<file path="src/hw/rtl/etfi_pkg.sv">
// Shared constants, types and helpers of the escape-time fractal iterator.
`default_nettype none

package etfi_pkg;

    localparam int FRAC_BITS   = 28;
    localparam int COUNT_WIDTH = 16;
    localparam int FIELD_W     = 31;
    localparam int Z_W         = 32;
    localparam int PROD_W      = 2 * Z_W;
    localparam int SQ_W        = PROD_W - 1 - FRAC_BITS;
    localparam int XY_W        = PROD_W - FRAC_BITS + 1;
    localparam int MAG_W       = 36;
    localparam int SUM_W       = ((SQ_W > XY_W) ? SQ_W : XY_W) + 3;
    localparam int DATA_W      = 32;
    localparam int PADDR_W     = 4;
    localparam int REG_IDX_W   = PADDR_W - 2;

    localparam logic [REG_IDX_W-1:0] REG_C_REAL   = 2'd0;
    localparam logic [REG_IDX_W-1:0] REG_C_IMAG   = 2'd1;
    localparam logic [REG_IDX_W-1:0] REG_ESC_LIM  = 2'd2;
    localparam logic [REG_IDX_W-1:0] REG_MAX_ITER = 2'd3;

    localparam logic [FIELD_W-1:0]     ESC_LIM_RESET  = 31'h4000_0000;
    localparam logic [COUNT_WIDTH-1:0] MAX_ITER_RESET = COUNT_WIDTH'(1000);

    typedef struct packed {
        logic load;
        logic mul;
        logic step;
        logic out_load;
    } etfi_cmd_t;

    typedef struct packed {
        logic esc;
        logic cap_hit;
        logic out_free;
    } etfi_status_t;

    function automatic logic signed [Z_W-1:0] sat_z(input logic signed [SUM_W-1:0] v);
        logic [SUM_W-Z_W:0] hi;
        logic signed [Z_W-1:0] r;
        hi = v[SUM_W-1:Z_W-1];
        if ((&hi) || !(|hi))
            r = v[Z_W-1:0];
        else if (v[SUM_W-1])
            r = {1'b1, {(Z_W-1){1'b0}}};
        else
            r = {1'b0, {(Z_W-1){1'b1}}};
        return r;
    endfunction

endpackage

`default_nettype wire

</file>
<file path="src/hw/rtl/etfi_ctrl.sv">
// Iteration sequencer: load, multiply, evaluate, deliver.
`default_nettype none

module etfi_ctrl (
    input  wire logic                   clk,
    input  wire logic                   rst_n,
    input  wire logic                   in_valid,
    output logic                        in_stall,
    input  wire etfi_pkg::etfi_status_t status,
    output etfi_pkg::etfi_cmd_t         cmd
);
    import etfi_pkg::*;

    localparam logic [1:0] ST_IDLE = 2'd0;
    localparam logic [1:0] ST_MUL  = 2'd1;
    localparam logic [1:0] ST_EVAL = 2'd2;

    logic [1:0] state_reg;
    logic [1:0] state_next;
    logic       finish;

    assign in_stall = (state_reg != ST_IDLE);
    assign finish   = status.esc || status.cap_hit;

    always_comb
    begin
        state_next = state_reg;
        cmd        = '0;
        case (state_reg)
            ST_IDLE:
            begin
                if (in_valid)
                begin
                    cmd.load   = 1'b1;
                    state_next = ST_MUL;
                end
            end
            ST_MUL:
            begin
                cmd.mul    = 1'b1;
                state_next = ST_EVAL;
            end
            ST_EVAL:
            begin
                if (!finish)
                begin
                    cmd.step   = 1'b1;
                    state_next = ST_MUL;
                end
                else if (status.out_free)
                begin
                    cmd.out_load = 1'b1;
                    state_next   = ST_IDLE;
                end
            end
            default: state_next = ST_IDLE;
        endcase
    end

    always_ff @(posedge clk or negedge rst_n)
    begin
        if (!rst_n)
            state_reg <= ST_IDLE;
        else
            state_reg <= state_next;
    end

endmodule

`default_nettype wire

</file>
<file path="config.mk">
export PLATFORM = sky130hd
export DESIGN_NAME = etfi_ctrl
export DESIGN_NICKNAME = d
export VERILOG_FILES = /design/src/hw/rtl/etfi_pkg.sv /design/src/hw/rtl/etfi_ctrl.sv
export SDC_FILE = /design/constraint.sdc
export NUM_CORES = 1
export LEC_CHECK = 0
export BUFFER_PORTS_ARGS = -buffer_cell sky130_fd_sc_hd__buf_4
export CORE_AREA = 2 2 39 41
export DETAILED_ROUTE_END_ITERATION = 8
export DIE_AREA = 0 0 41 43
export HOLD_SLACK_MARGIN = 0.1
export PLACE_DENSITY = 0.35
export SLEW_MARGIN = 20
export SYNTH_ARGS = -nofsm -noshare
export SYNTH_HDL_FRONTEND = slang
export SYNTH_SLANG_ARGS = --single-unit
</file>
<file path="constraint.sdc">
create_clock -name clk -period 1.78 [get_ports clk]
set_input_delay 0.356 -clock clk [delete_from_list [all_inputs] [get_ports clk]]
set_output_delay 0.356 -clock clk [all_outputs]
set_load 0.02 [all_outputs]
</file>
==> results.md <==
- Status: finished clean
- Largest stage delay, worst path: around 0.39 ns
- WS Path Type: flop to output port
- Asr flop ratio synth: 1.00
- IO Pins: 11
- Worst hold path depth: 2
- Overall power: between 0.3 and 0.4 mW
- CTS sink cnt: 2
- Core area: ~1400 µm²
- Die H: between 40 and 50 µm
- CP max stage cell: dfrtp_1
- CTS tree: done
- Antenna viol nets, final: 0
- Nets: 37
- Largest net degree at the start of global routing: 6
- Initial antenna violation count: 0
- Max-Cap Viols: 0
- Max Transition Viols Final: 0
- Worst-margin pin slew: approximately 0.20 ns
- First-pass GRT wire length: 634 µm
- Pwr/cell area: around 1400 nW/µm²
- Clock Tree Root: clkbuf_4
- Post-synthesis sequential area ratio: 0.381
- Post-synth EDFFs: 0
- Final HPWL DP: 280 µm
- DR pass1 iterations: 2
- Final cycle utilization of the critical path: 0.856
- Post-synthesis adder-cell area fraction: 0
- Ratio of cells with drive above 1 in the final layout: 0.483
- Max reg flops: 2
- Commonest cells post-synth: nand2b_1, dfrtp_1, inv_1, nor2_1
- Area of the multi-input gates: 66.3 µm²
- Initial DRC Count: 1
- Num CTS Buffers: 3
- Worst R2R Path Depth: 2
- Vias: roughly 150
- Syn Std Cell Area: 131 µm²
- Vias in the first global route: between 150 and 200
- Final min period: 1.52 ns
- CP Cell Sequence: or2_2 -> nor2_1 -> buf_4
- Sum Neg Setup Slack: 0 ns
- VDD IR max: between 0.3 and 0.4 mV
- Clock Skews: about 0.0013 ns
- Crit Path Max Fanout: 4
- Mapped Nets: 22
- Ant diodes: 0
- Worst hold start: status[0]
- Prevailing post-synth register cell: dfrtp_1
- Post-synthesis xor/xnor area fraction: 0
- Synth top area share: 0.381
- Crit start category: flop
- Seq cells post-synth: 2
- Setup crit end kind: output port
- CTS H-Tree Depth: 1
- Synth Instances: 16
- Final setup viols: 0
- Die X: between 40 and 50 µm
- Total Die Area: around 1800 µm²
- Worst hold path type: primary input to flop
- R2R Path End: state_reg[0]$_DFFE_PN0P_
- Clock transition at path regs: 0.03 ns
- Fill cell count: between 150 and 200
- Post-synthesis cell type count: 11
- Port Buffers: 10
- R2r startpoint: state_reg[1]$_DFFE_PN0P_
- Compound-Gate Fraction of Synth Area: 0.0952
- Worst skew pair latency: 0.22 ns
- Hold EP: state_reg[1]$_DFFE_PN0P_
- Total GRT Usage: 0.0612
- YS warnings: 0
- Reg area: 50.0 µm²
- CTS Buffer Depth: 2
- Grt ovf: 0
- DRT Wirelength: 366 µm
- Main combinational cell family by area after synthesis: simple AND/OR/NAND/NOR gates
- Yosys top cell by area: dfrtp_1
- Max Fclk: 657 MHz
- Reg-to-reg setup timing slack: roughly 0.84 ns
- Row cnt: 14
- Most common cell in the netlist: nand2b_1
- Area growth syn-to-layout: 91.4%
- Synth top area cells: dfrtp_1, nand2b_1, or3b_1
- Leak: around 0.13 nW
- Gp weighted congestion: 0.568
- RSZ-0062 raised after global routing: no
- Post_cts resized: 0
- Simple-gate share of the synthesized area: 0.410
- Crit path required time: 1.42 ns
- Initial core utilization: 0.0949
- Routed WL per cell: 8.13 µm
- Mean Syn Cell Area: 8.21 µm²
- Max_slew headroom: 0.863
- Endpoints failing hold: 0
- WP data arrival: 1.17 ns
- Post-synthesis mux area share: 0
- Drt drc: 0
- Vias per inst: roughly 3.3
cell type report:
| class | instances | area share |
|---|---|---|
| Tap cell | 16 | 0.0796 |
| Inverter | 2 | 0.0299 |
| Clock buffer | 3 | 0.0896 |
| Multi-Input combinational cell | 11 | 0.264 |
| Sequential cell | 2 | 0.199 |
| Timing Repair Buffer | 11 | 0.338 |
stage by stage:
step	area, µm²	hold slack (ns)	util	instances	setup WS [ns]
global route	251	0.317	0.182	45	0.149
detailed placement	219	0.141	0.158	41	0.488
CTS	251	0.318	0.182	45	0.236
floorplan	131	0.0604	-	16	0.354
finish	251	0.331	0.182	45	0.257
global placement	219	0.140	0.158	41	0.511
where the power goes:
group	switching, mW	internal, mW	total [mW]
clock	0.0245	0.0742	0.0988
combinational	0.0921	0.0851	0.177
sequential	0.0186	0.0638	0.0824
what timing repair did:
item / in CTS / in global routing
buffers inserted: 0 / 0
hold endpoints to repair: 2 / 0
hold buffers: 1 / 0
worst max-delay path: cells and delay by family (launching register included):
family | cells | cell delay (ns)
buf+inv | 1 | 0.14
flops | 1 | 0.39
simple gates | 2 | 0.41
worst max path at each step:
stage	from	endpoint	slack [ns]	cells past startpoint
after floorplan	state_reg[0]$_DFFE_PN0P_	cmd[0]	0.35	2
after global placement	state_reg[0]$_DFFE_PN0P_	cmd[3]	0.51	3
after detailed placement	state_reg[0]$_DFFE_PN0P_	cmd[0]	0.49	3
after CTS	state_reg[0]$_DFFE_PN0P_	cmd[0]	0.24	3
after global routing	state_reg[0]$_DFFE_PN0P_	cmd[0]	0.15	3
final	state_reg[0]$_DFFE_PN0P_	cmd[3]	0.26	3
layout by cell type, fill, tap and decap left out:
| master | instances |
|---|---|
| nor2_1 | 2 |
| clkbuf_4 | 3 |
| nand2b_1 | 3 |
| o31ai_1 | 1 |
| dfrtp_1 | 2 |
| nor3_1 | 1 |
| or3b_1 | 1 |
| or2_2 | 1 |
| nor3b_1 | 1 |
| a21oi_1 | 1 |
| buf_4 | 10 |
| dlygate4sd3_1 | 1 |
| inv_1 | 2 |
kinds of logic (layout without fill, tap and decap cells):
group	after synthesis	count (layout)
buf+inv	3	16
compound gates	2	2
flops	2	2
simple gates	9	9
layer usage:
metal / vias to the layer above / global-route usage / wire, µm
met5: - / 0 / 0
met4: 0 / 0.0800 / 0
met3: 0 / 0.0471 / 60
met2: 11 / 0.0500 / 105
met1: 58 / 0.0772 / 200
li1: 79 / - / -
Power figures use the tool's default switching activity.
