--- src/hw/rtl/etfi_pkg.sv ---
// Shared constants, types and helpers of the escape-time fractal iterator.
`default_nettype none

package etfi_pkg;

    localparam int FRAC_BITS   = 28;
    localparam int COUNT_WIDTH = 16;
    localparam int FIELD_W     = 31;
    localparam int Z_W         = 32;
    localparam int PROD_W      = 2 * Z_W;
    localparam int SQ_W        = PROD_W - 1 - FRAC_BITS;
    localparam int XY_W        = PROD_W - FRAC_BITS + 1;
    localparam int MAG_W       = 36;
    localparam int SUM_W       = ((SQ_W > XY_W) ? SQ_W : XY_W) + 3;
    localparam int DATA_W      = 32;
    localparam int PADDR_W     = 4;
    localparam int REG_IDX_W   = PADDR_W - 2;

    localparam logic [REG_IDX_W-1:0] REG_C_REAL   = 2'd0;
    localparam logic [REG_IDX_W-1:0] REG_C_IMAG   = 2'd1;
    localparam logic [REG_IDX_W-1:0] REG_ESC_LIM  = 2'd2;
    localparam logic [REG_IDX_W-1:0] REG_MAX_ITER = 2'd3;

    localparam logic [FIELD_W-1:0]     ESC_LIM_RESET  = 31'h4000_0000;
    localparam logic [COUNT_WIDTH-1:0] MAX_ITER_RESET = COUNT_WIDTH'(1000);

    typedef struct packed {
        logic load;
        logic mul;
        logic step;
        logic out_load;
    } etfi_cmd_t;

    typedef struct packed {
        logic esc;
        logic cap_hit;
        logic out_free;
    } etfi_status_t;

    function automatic logic signed [Z_W-1:0] sat_z(input logic signed [SUM_W-1:0] v);
        logic [SUM_W-Z_W:0] hi;
        logic signed [Z_W-1:0] r;
        hi = v[SUM_W-1:Z_W-1];
        if ((&hi) || !(|hi))
            r = v[Z_W-1:0];
        else if (v[SUM_W-1])
            r = {1'b1, {(Z_W-1){1'b0}}};
        else
            r = {1'b0, {(Z_W-1){1'b1}}};
        return r;
    endfunction

endpackage

`default_nettype wire

--- src/hw/rtl/etfi_regs.sv ---
// APB configuration registers: c, escape limit, iteration cap.
`default_nettype none

module etfi_regs (
    input  wire logic                                  clk,
    input  wire logic                                  rst_n,
    input  wire logic                                  psel,
    input  wire logic                                  penable,
    input  wire logic                                  pwrite,
    input  wire logic [etfi_pkg::PADDR_W-1:0]          paddr,
    input  wire logic [etfi_pkg::DATA_W-1:0]           pwdata,
    output logic      [etfi_pkg::DATA_W-1:0]           prdata,
    output logic                                       pready,
    output logic signed [etfi_pkg::FIELD_W-1:0]        c_real,
    output logic signed [etfi_pkg::FIELD_W-1:0]        c_imag,
    output logic      [etfi_pkg::FIELD_W-1:0]          escape_limit,
    output logic      [etfi_pkg::COUNT_WIDTH-1:0]      max_iterations
);
    import etfi_pkg::*;

    logic [FIELD_W-1:0]     c_real_reg;
    logic [FIELD_W-1:0]     c_imag_reg;
    logic [FIELD_W-1:0]     esc_lim_reg;
    logic [COUNT_WIDTH-1:0] max_iter_reg;
    logic                   wr_en;
    logic [REG_IDX_W-1:0]   idx;

    assign pready = 1'b1;
    assign wr_en  = psel && penable && pwrite;
    assign idx    = paddr[PADDR_W-1:2];

    always_ff @(posedge clk or negedge rst_n)
    begin
        if (!rst_n)
        begin
            c_real_reg   <= '0;
            c_imag_reg   <= '0;
            esc_lim_reg  <= ESC_LIM_RESET;
            max_iter_reg <= MAX_ITER_RESET;
        end
        else if (wr_en)
        begin
            case (idx)
                REG_C_REAL:   c_real_reg   <= pwdata[FIELD_W-1:0];
                REG_C_IMAG:   c_imag_reg   <= pwdata[FIELD_W-1:0];
                REG_ESC_LIM:  esc_lim_reg  <= pwdata[FIELD_W-1:0];
                REG_MAX_ITER: max_iter_reg <= pwdata[COUNT_WIDTH-1:0];
                default: ;
            endcase
        end
    end

    always_comb
    begin
        case (idx)
            REG_C_REAL:   prdata = DATA_W'(c_real_reg);
            REG_C_IMAG:   prdata = DATA_W'(c_imag_reg);
            REG_ESC_LIM:  prdata = DATA_W'(esc_lim_reg);
            REG_MAX_ITER: prdata = DATA_W'(max_iter_reg);
            default:      prdata = '0;
        endcase
    end

    assign c_real         = c_real_reg;
    assign c_imag         = c_imag_reg;
    assign escape_limit   = esc_lim_reg;
    assign max_iterations = max_iter_reg;

endmodule

`default_nettype wire

--- config.mk ---
export PLATFORM = sky130hd
export DESIGN_NAME = etfi_regs
export DESIGN_NICKNAME = d
export VERILOG_FILES = /design/src/hw/rtl/etfi_pkg.sv /design/src/hw/rtl/etfi_regs.sv
export SDC_FILE = /design/constraint.sdc
export NUM_CORES = 1
export LEC_CHECK = 0
export BUFFER_PORTS_ARGS = -buffer_cell sky130_fd_sc_hd__buf_2
export CORE_MARGIN = 5
export CORE_UTILIZATION = 45
export DETAILED_ROUTE_END_ITERATION = 16
export GPL_TIMING_DRIVEN = 0
export PLACE_DENSITY = 0.77
export SYNTH_ARGS = -nofsm -noshare
export SYNTH_HDL_FRONTEND = slang
export SYNTH_SLANG_ARGS = --single-unit
--- constraint.sdc ---
create_clock -name clk -period 1.44 [get_ports clk]
set_input_delay 0.216 -clock clk [delete_from_list [all_inputs] [get_ports clk]]
set_output_delay 0.216 -clock clk [all_outputs]
set_load 0.03 [all_outputs]
==> results.py, run 1 <==
metrics = {
    "clock_tree": {
        "clock_sink_count": 109,
        "clk_latency_ns": 0.36,
        "cts.htree.levels": 3,
        "cts_buffers": 9,
        "cts_tree": "built",
        "clk_pin_slew_ns": 0.11,
        "root_buffer": "clkbuf_8",
        "clock_path_buffers": 2,
    },
    "setup_path": {
        "worstSetupEndpointType": "output port",
        "required_ns": 1.22,
        "crit_arrival_ns": 1.43,
        "start_kind": "flip-flop",
        "critPathKind": "reg2out",
        "cp_max_fo": 3,
    },
    "finish": {
        "nFillCells": 809,
        "area_growth_pct": 42.4,
        "regArea_sq_um": 2740,
        "diodes": 0,
        "multi_input_area_sq_um": 2070,
        "fin_cells": 720,
        "layout-drive-gt1-share_pct": 74.5,
        "final_nets": 616,
        "utilization_pct": 64.8,
    },
    "die": {
        "dieHeight_um": 114,
        "start_util_pct": 45.5,
        "boundaryPins": 183,
        "core_region_area_sq_um": 10800,
        "rows": 38,
        "dieWidth_um": 114,
        "design.die.area_sq_um": 13100,
    },
    "yosys": {
        "synth_most_common_cell": "dfrtp_1",
        "synth-edff-count": 0,
        "ys_types": 21,
        "synth_ff_type": "dfrtp_1",
        "ys_top_cells_by_area": "dfrtp_1, mux2_2, mux2_4",
        "ys_warn_count": 0,
        "syn-mean-instance-area_sq_um": 15.7,
        "yosysSeqAreaShare_pct": 55.7,
        "ys_ff_latch": 109,
        "synth_top_area_share_pct": 52.0,
        "syn_nets": 353,
        "synthCells": 312,
        "synth_area_sq_um": 4910,
        "yosysTopAreaCell": "dfrtp_1",
        "synth_top_cells_by_count": "dfrtp_1, mux2_2, mux2_4",
        "synth-async-reset-ratio_pct": 100,
    },
    "placement": {
        "hpwl_um": 9220,
        "dpl.cell_count": 628,
        "gp_congestion": 0.802,
        "portBuffers": 175,
    },
    "sta": {
        "period_share_pct": 114,
        "setup-violations-final": 17,
        "fin_skew_ns": 0,
        "slew_violations": 0,
        "max-slew-margin-rel_pct": 52.4,
        "rsz0062_at_grt": "true",
        "hold_viol_final": 0,
        "timing.final.ws_setup_ns": -0.202,
        "period_minus_slack_ns": 1.64,
        "worstMarginPinSlew_ns": 0.714,
        "fmax_ghz": 0.609,
        "setup_tns_ns": -2.76,
    },
    "drt": {
        "via_per_inst": 5.18,
        "drc": 0,
        "initialDrtViolationCount": 185,
        "num_vias": 3727,
        "ant_nets": 0,
        "firstDrtPassIters": 4,
        "drt-total-wl_um": 13800,
        "wl_per_cell_um": 19.1,
    },
    "global_routing": {
        "antenna_found_initial": 0,
        "globalRouteOverflowTotal": 0,
        "grt_usage_pct": 20.8,
        "grt_pass1_vias": 3847,
        "grt_pass1_wl_um": 20900,
        "grt_max_degree": 57,
    },
    "power_and_ir_drop": {
        "power_frac_comb_pct": 47.9,
        "p_leak_nw": 3.60,
        "ir_drop_mv": 0.872,
        "clkPwrFrac_pct": 15.1,
        "power_switching_mw": 4.59,
        "p_int_mw": 6.95,
        "p_sw_share_pct": 39.8,
        "power_mw": 11.5,
        "p_per_area_nw_per_um2": 1650,
        "power_frac_seq_pct": 37.1,
    },
    "outcome": {
        "violations": "negative setup slack",
        "status": "finished, violations left",
    },
    "min_path": {
        "holdCritPathClass": "in2reg",
    },
    "flow_run": {
        "drv_cap": 0,
    },
}
==> worst max-delay path, stage by stage (launching register included) <==
cell	delay (ns)
dfrtp_1	0.41
mux4_2	0.49
buf_6	0.16
==> cells in the final DEF, fill, tap and decap left out, drive strengths merged <==
cell type,synthesis,layout
nor2,1,1
or2,1,1
buf,20,270
clkinv,0,2
dfrtp,102,102
nand4,1,1
nand3,1,1
or3,1,1
clkbuf,3,17
nor3,1,1
nand2,15,15
o21ai,15,15
mux2,109,109
nor2b,1,1
dlygate4sd3,0,1
dfstp,7,7
mux4,16,16
inv,1,2
mux2i,15,15
conb,2,2
==> metal layers <==
metal  share of wire, %  GRT usage, %
met1                 40          27.4
met2                 50          34.6
met3                8.0          4.39
met4                1.5          6.25
met5                  0             0
==> power groups by stage <==
stage | registers (mW) | logic (mW) | clock network [mW]
floorplan | 5.77 | 1.63 | 0
global placement | 4.37 | 4.33 | 0
detailed placement | 4.42 | 4.40 | 0
CTS | 4.26 | 5.26 | 1.77
global route | 4.37 | 5.79 | 1.91
finish | 4.28 | 5.52 | 1.74
==> kinds of logic after synthesis <==
| logic type | share of synthesized area (%) |
|---|---|
| compound gates | 1.53 |
| simple gates | 1.94 |
| flops | 55.7 |
| other cells | 0.153 |
| buf+inv | 3.01 |
| mux | 37.7 |
==> final cells by class <==
class	instances	share of cell area, %
clock inverter	3	0.268
clock buffer	13	2.27
sequential	109	39.1
timing repair buffer	252	23.7
multi-input combinational	179	29.6
buffer	23	2.43
inverter	1	0.0536
tap	140	2.50
==> through the flow <==
stage                     area, sq um  hold WS [ns]  setup WS [ns]
after floorplan                  4940       -0.0796         -0.115
after global placement           5990         0.473          -1.00
after detailed placement         6020         0.306         -0.510
after CTS                        6780        0.0807         -0.219
after global routing             7000        0.0830         -0.262
final                            7000        0.0977         -0.202
==> worst paths after layout <==
| check | cells past startpoint | from | endpoint | slack (ns) |
|---|---|---|---|---|
| setup / recovery | 2 | c_real[13] | prdata[13] | -0.20 |
| hold / removal | 2 | pwdata[26] | c_real[26] | 0.1 |
| setup reg to reg | 3 | c_imag[2] | c_imag[2] | 0.41 |
| hold reg to reg | 1 | max_iterations[12] | max_iterations[12] | 0.53 |
| max in group asynchronous | 3 | rst_n | max_iterations[6] | 0.23 |
| min in group asynchronous | 2 | rst_n | escape_limit[4] | 0.44 |
==> timing repair <==
action	CTS	global route
pin swaps	0	1
resized for setup	48	41
endpoints found under the hold margin	50	0
buffers inserted	56	19
hold buffers	1	0
cloned	0	0
setup endpoints to repair	27	35
Note: power is estimated with default switching activity, not from simulation.
==> run 2: changes to the inputs <==
--- a/config.mk
+++ b/config.mk
@@ -9,7 +9,6 @@
 export CORE_MARGIN = 5
 export CORE_UTILIZATION = 45
 export DETAILED_ROUTE_END_ITERATION = 16
-export GPL_TIMING_DRIVEN = 0
 export PLACE_DENSITY = 0.77
 export SYNTH_ARGS = -nofsm -noshare
 export SYNTH_HDL_FRONTEND = slang
==> run 2 against run 1 <==
Effect of this change: the run still ends with negative setup slack left; first-iteration DRC count increased by 14%; via count increased by 0.24%; sequential share of layout area decreased by 0.96 points; combinational power increased by 1%; worst hold slack improved by 0.0034 ns; clock skew unchanged; clock power increased by 9%; total power increased by 1.8%; flip-flop and latch count unchanged; maximum frequency increased by 0.30%; core utilization increased by 1.6 points; global-route usage increased by 0.42 points.
==> results.py, run 2 (same netlist as run 1, synthesis figures left out) <==
metrics = {
    "finish": {
        "final_common_cell": "buf_2",
        "nFillCells": 781,
        "final_cell_mix": "buf_2, dfrtp_1, buf_4",
        "fin_area_sq_um": 7170,
        "utilization_pct": 66.5,
        "area_growth_pct": 46.0,
        "regArea_sq_um": 2740,
        "final_nets": 619,
        "diodes": 0,
        "layout-drive-gt1-share_pct": 75.1,
        "multi_input_area_sq_um": 2080,
    },
    "setup_path": {
        "crit_buf_inv": 1,
        "cp_top_family": "multiplexers",
        "crit_slowest_cell": "mux4_2",
        "crit_chain": "mux4_2 > buf_6",
        "cp_max_fo": 2,
        "max_stage_delay_ns": 0.50,
        "critPathKind": "reg2out",
        "start_kind": "flip-flop",
        "worstSetupEndpointType": "output port",
        "required_ns": 1.22,
        "crit_arrival_ns": 1.42,
    },
    "drt": {
        "num_vias": 3736,
        "ant_nets": 0,
        "firstDrtPassIters": 4,
        "drc": 0,
        "wl_per_cell_um": 19.4,
        "drt-total-wl_um": 14000,
        "initialDrtViolationCount": 211,
        "via_per_inst": 5.17,
    },
    "power_and_ir_drop": {
        "p_sw_share_pct": 39.5,
        "power_frac_comb_pct": 47.5,
        "ir_drop_mv": 0.819,
        "p_per_area_nw_per_um2": 1640,
        "power_frac_seq_pct": 36.4,
        "clkPwrFrac_pct": 16.1,
        "power_switching_mw": 4.64,
        "p_int_mw": 7.10,
        "p_leak_nw": 3.67,
    },
    "sta": {
        "period_minus_slack_ns": 1.64,
        "hold_viol_final": 0,
        "fin_skew_ns": 0,
        "setup-violations-final": 17,
        "rsz0062_at_grt": "true",
        "fmax_ghz": 0.611,
        "slew_violations": 0,
        "period_share_pct": 114,
        "timing.final.ws_setup_ns": -0.197,
        "setup_tns_ns": -2.81,
        "finalHoldWorstSlack_ns": 0.101,
    },
    "global_routing": {
        "grt_max_degree": 47,
        "antenna_found_initial": 0,
        "grt_usage_pct": 21.2,
        "globalRouteOverflowTotal": 0,
        "grt_pass1_vias": 4065,
        "grt_pass1_wl_um": 21700,
    },
    "clock_tree": {
        "clock_path_buffers": 2,
        "clk_pin_slew_ns": 0.10,
        "root_buffer": "clkbuf_8",
        "cts_buffers": 9,
        "cts_tree": "built",
        "cts.htree.levels": 3,
        "clock_sink_count": 109,
        "clk_latency_ns": 0.36,
    },
    "die": {
        "start_util_pct": 45.5,
        "design.die.area_sq_um": 13100,
        "rows": 38,
        "dieHeight_um": 114,
        "dieWidth_um": 114,
        "core_region_area_sq_um": 10800,
        "boundaryPins": 183,
    },
    "placement": {
        "portBuffers": 177,
        "gp_congestion": 0.738,
        "hpwl_um": 9240,
        "dp_slack_ns": -0.190,
        "placed_area_sq_um": 6150,
    },
    "outcome": {
        "status": "finished, violations left",
        "violations": "negative setup slack",
    },
    "flow_run": {
        "drv_cap": 0,
    },
    "min_path": {
        "holdCritPathClass": "in2reg",
    },
}
-- run 2: cell type report --
cell class / count / area share (%)
Sequential cell: 109 / 38.2
Multi-Input combinational cell: 179 / 29.0
Clock inverter: 5 / 0.803
Inverter: 1 / 0.0523
Tap cell: 140 / 2.44
Timing Repair Buffer: 278 / 27.5
Clock buffer: 11 / 1.97
-- run 2: stage by stage --
step           cells  total power [mW]
2_1_floorplan    312              7.40
3_3_place_gp     628              8.74
3_5_place_dp     628              8.88
4_1_cts          701              11.5
5_1_grt          723              12.3
6_report         723              11.7
-- run 2: repair_timing --
action                                 in CTS  in global routing
setup endpoints to repair                  31                 34
hold buffers                                1                  0
resized for setup                          49                 28
buffers inserted                           54                 22
endpoints found under the hold margin      19                  0
gates cloned                                2                  0
-- run 2: metal layers --
layer	up-vias	global-route usage (%)	routed length, um
li1	1663	-	-
met2	153	35.9	7120
met4	0	6.33	178
met1	1903	26.8	5630
met5	-	0	0
met3	17	5.44	1080
-- run 2: worst paths after layout --
check	from	to	slack (ns)	cells after the start
max in group asynchronous	rst_n	max_iterations[9]	0.54	3
min reg2reg	c_imag[6]	c_imag[6]	0.54	1
max	max_iterations[15]	prdata[15]	-0.20	2
min	pwdata[18]	escape_limit[18]	0.10	2
min in group asynchronous	rst_n	c_real[3]	0.29	2
max reg2reg	max_iterations[1]	max_iterations[1]	0.41	3
-- run 2: worst register-to-register path, stage by stage, from the launching register on --
cell and delay (ns):
dfrtp_1 0.41, buf_4 0.14, buf_4 0.13, mux2_2 0.25
-- run 2: power by group through the flow --
stage | clock network, mW | registers, mW | logic, mW
global route | 2.08 | 4.36 | 5.87
global placement | 0 | 4.37 | 4.37
detailed placement | 0 | 4.43 | 4.45
finish | 1.89 | 4.27 | 5.58
floorplan | 0 | 5.77 | 1.63
CTS | 1.93 | 4.27 | 5.31
